<file path="src/hw/rtl/gcp_ram.sv">
`default_nettype none
module gcp_ram #(
    parameter int WIDTH = 8,
    parameter int DEPTH = 256
) (
    input  wire logic                     clk,
    input  wire logic                     we,
    input  wire logic [$clog2(DEPTH)-1:0] waddr,
    input  wire logic [WIDTH-1:0]         wdata,
    input  wire logic [$clog2(DEPTH)-1:0] raddr,
    output logic      [WIDTH-1:0]         rdata
);

    logic [WIDTH-1:0] mem [DEPTH];

    always_ff @(posedge clk)
    begin
        if (we)
        begin
            mem[waddr] <= wdata;
        end
        rdata <= mem[raddr];
    end

endmodule
`default_nettype wire

</file>
<file path="config.mk">
export PLATFORM = sky130hd
export DESIGN_NAME = gcp_ram
export DESIGN_NICKNAME = d
export VERILOG_FILES = /design/src/hw/rtl/gcp_ram.sv
export SDC_FILE = /design/constraint.sdc
export NUM_CORES = 2
export LEC_CHECK = 0
export BUFFER_PORTS_ARGS = -buffer_cell sky130_fd_sc_hd__buf_4
export CAP_MARGIN = 30
export CORE_AREA = 2 2 546 494
export DETAILED_ROUTE_END_ITERATION = 8
export DIE_AREA = 0 0 548 496
export GPL_TIMING_DRIVEN = 0
export PLACE_DENSITY = 0.49
export RECOVER_POWER = 25
export SYNTH_ARGS = -nofsm -noshare
export SYNTH_HDL_FRONTEND = slang
export SYNTH_SLANG_ARGS = --single-unit
export TNS_END_PERCENT = 5
</file>
<file path="constraint.sdc">
create_clock -name clk -period 3.4 [get_ports clk]
set_input_delay 0.68 -clock clk [delete_from_list [all_inputs] [get_ports clk]]
set_output_delay 0.68 -clock clk [all_outputs]
set_load 0.01 [all_outputs]
</file>
==> summary.md <==
| Metric | Value |
|---|---|
| Distinct cells, synth | `55` |
| Num Clock Sinks | `2056` |
| R2r endpoint | `rdata[1]$_DFF_P_` |
| Final instance count without filler cells | `7799` |
| Arr. time, crit path | `4.35 ns` |
| Post-synth ARST share | `0` |
| Num rows | `180` |
| Die W | `548 um` |
| Slew headroom | `-1.24` |
| Cell family with most CP delay | `buffers and inverters` |
| Cell area after layout | `92600 um2` |
| Multi-input logic area | `16700 um2` |
| Register Area | `61700 um2` |
| Fin. Hold Viols | `0` |
| Comb power frac | `0.060` |
| Clk pwr share | `0.425` |
| CTS root buf | `clkbuf_16` |
| Crit path kind | `in -> reg` |
| Min-delay src | `wdata[1]` |
| Clock Path Buffers | `3` |
| Ys flop type | `edfxtp_1` |
| Synth Warn # | `0` |
| Post-DP HPWL | `178000 um` |
| Layout cell share with drive strength beyond 1 | `0.250` |
| Slowest cell on the critical path | `nor4_1` |
| Cell Area, Placed | `85700 um2` |
| Crit-path most repeated cell | `buf_2` |
| Worst Hold End | `mem[71][1]$_DFFE_PP_` |
| Clock skew | `0.0343 ns` |
| Max-cap violations | `10` |
| Largest net degree at the start of global routing | `148` |
| Placed Cells | `7398` |
| WP data required | `4.19 ns` |
| Die ar. | `272000 um2` |
| Reg2reg setup slack | `0.28 ns` |
| Number of synthesized register bits | `2056` |
| Synth area leaders | `edfxtp_1 77%, mux4_2 13%, mux2i_1 1.7%` |
| Worst Setup End Kind | `register` |
| Area Growth Syn to Fin | `16.4%` |
| Avg Inst Size Synth | `21.3 um2` |
| Slew @ Worst Pin | `3.36 ns` |
| Lkg Pwr | `28.3 nW` |
| Clock transition at path regs | `0.06 ns` |
| Outcome | `finished with violations` |
| CP startpoint kind | `input pin` |
| Failing checks | `max-capacitance violations, max-slew violations, negative setup slack` |
| Net count after synthesis | `3759` |
| Via density | `5.32` |
| Core box area | `266000 um2` |
| CTS tree | `done` |
| Net Sw Power | `12.4 mW` |
| Post-route setup slack | `-0.160 ns` |
| Post-Route WL | `264000 um` |
| WL/cell | `33.9 um` |
| CTS Hold Bufs | `0` |
| Synth top area share | `0.773` |
| Input/output buffers | `26` |
| # fillers | `24.6k` |
| Final Cycle Share | `1.05` |
| Inserted Clock Buffers | `213` |
| FMAX | `281 MHz` |
| WHS Path Cells | `1` |
| Global Route Usage Sum | `0.192` |
| Final antenna-violating net count | `0` |
| Vias in the first global route | `40.8k` |
| DRC viols | `0` |
| Setup TNS Final | `-0.639 ns` |
| Final setup fails | `43` |
| Register area share after synthesis | `0.775` |
| Max VDD drop | `583 uV` |
| Nets | `4099` |
| DRT iter0 DRCs | `5835` |
| Cell Int Power | `41.9 mW` |
| Initial Util | `0.299` |
| Critical R2R Launch | `mem[138][1]$_DFFE_PP_` |
| Gr ovfl total | `0` |
| Worst Hold Class | `in -> reg` |
| # IOs | `34` |
| First-pass GRT wire length | `355000 um` |
| Post-synth EDFFs | `2048` |
| GPL Wtd Cong | `0.893` |
| Cells after synthesis | `3733` |
| R2R depth | `8` |
| Skew-Pair Late Insertion Delay | `0.86 ns` |
| Initial antenna violation count | `29` |
| Number of max-slew violations in the final report | `1004` |
| CP peak stage delay | `0.63 ns` |
| Reg power frac | `0.515` |
| Via count | `41.5k` |
| H-tree depth | `4` |
| First-pass DRT Iterations | `5` |
| Sw Ratio | `0.229` |
| RSZ-0062 raised after global routing | `true` |
| Post-CTS Setup Bufs | `0` |
| Cell Chain, Critical Path | `buf_2 > buf_4 > buf_2 > buf_2 > mux4_2 > o22ai_1 > o32ai_1 > nor3_1 > nor4_1 > buf_2` |
| Die Ht | `496 um` |
| WP buf/inv | `5` |
| Mapped cell area | `79600 um2` |
| PD cells | `586 nW/um2` |
| Worst-path fanout max | `10` |
| Cell taking the most area after synthesis | `edfxtp_1` |
| Period minus WS final | `3.56 ns` |
## sequential cells by signal, summed over array words and instances, names as in the netlist
register	count
mem	2048
rdata	8
## layout make-up
cell class | count | share of cell area
antenna | 9 | 0.000243
buffer | 233 | 0.0168
clock buffer | 261 | 0.0597
clock inverter | 122 | 0.0134
inverter | 2 | 0.0000810
multi-input combinational | 1442 | 0.180
sequential | 2056 | 0.666
tap | 3549 | 0.0479
timing repair buffer | 125 | 0.0160
## power groups by stage
| stage | sequential, mW | clock, mW | combinational [mW] |
|---|---|---|---|
| 2_1_floorplan | 28.5 | 0 | 1.36 |
| 3_3_place_gp | 28.5 | 0 | 3.01 |
| 3_5_place_dp | 28.5 | 0 | 3.20 |
| 4_1_cts | 28.0 | 23.3 | 3.24 |
| 5_1_grt | 28.0 | 24.3 | 3.33 |
| 6_report | 28.0 | 23.1 | 3.24 |
## how the worst max path moves through the flow
stage                  endpoint  cells after the start  startpoint  slack, ns
6_report       rdata[5]$_DFF_P_                     10    raddr[1]      -0.16
5_1_grt        rdata[5]$_DFF_P_                     11    raddr[1]      -0.07
4_1_cts        rdata[6]$_DFF_P_                     10    raddr[1]      -0.10
3_5_place_dp   rdata[5]$_DFF_P_                     10    raddr[2]      -1.82
3_3_place_gp   rdata[4]$_DFF_P_                      9    raddr[2]      -3.05
2_1_floorplan  rdata[2]$_DFF_P_                      9    raddr[0]       0.78
## cell usage in the layout (no fill, tap or decap), types with 30 or more instances in the layout
cell          n
edfxtp_1   2048
mux4_2      454
nor2_1      277
clkbuf_16   214
a22oi_1     133
mux2i_1     133
clkbuf_1    121
a21oi_1      94
buf_4        89
clkinv_1     46
o221ai_1     45
buf_2        40
clkbuf_2     40
buf_8        36
nand3_1      34
nand2_1      33
clkinv_2     33
nor2b_1      30
## cells by family (layout without fill, tap and decap cells)
family	after synthesis	count (layout)	share of synthesized area
simple gates	466	466	0.0263
flops	2056	2056	0.775
compound gates	385	385	0.0342
other cells	0	9	0
mux	591	591	0.146
buf+inv	235	743	0.0183
## metrics by stage
step,hold slack [ns],worst slack (ns),util,power (mW)
after global routing,0.276,-0.0716,0.348,55.6
after global placement,1.09,-3.05,0.317,31.6
after floorplan,0.770,0.782,-,29.9
after detailed placement,0.931,-1.82,0.322,31.7
after CTS,0.00437,-0.104,0.348,54.6
final,0.264,-0.160,0.348,54.3
## routing by layer
layer | GRT usage | vias to the layer above | wire (um)
li1 | - | 16414 | -
met1 | 0.271 | 22590 | 111000
met3 | 0.0459 | 381 | 25400
met5 | 0 | - | 69
met2 | 0.294 | 2056 | 120000
met4 | 0.0540 | 12 | 7260
## repair_timing
action,4_1_cts,5_1_grt
gates resized for setup,64,16
setup endpoints to repair,8,32
endpoints found under the hold margin,0,0
## Yosys cell counts, types with 3 or more instances
cell	n
a22o_1	8
or2_2	4
o32ai_1	4
nor2b_1	31
buf_12	8
o221ai_1	46
a22oi_1	133
o22ai_1	28
nand2b_1	8
nand2_1	33
buf_4	27
o22a_1	5
nand4_1	10
nor2_1	282
nor3_1	22
o211ai_1	10
edfxtp_1	2048
nor4_2	3
clkbuf_1	111
o21ai_0	10
buf_6	21
mux4_2	454
dfxtp_1	8
a21oi_1	96
buf_1	22
nor4_1	24
and2_1	6
mux2i_1	134
a211oi_1	16
buf_8	13
nand3_1	34
buf_2	31
a221oi_1	13
Power figures use the tool's default switching activity.
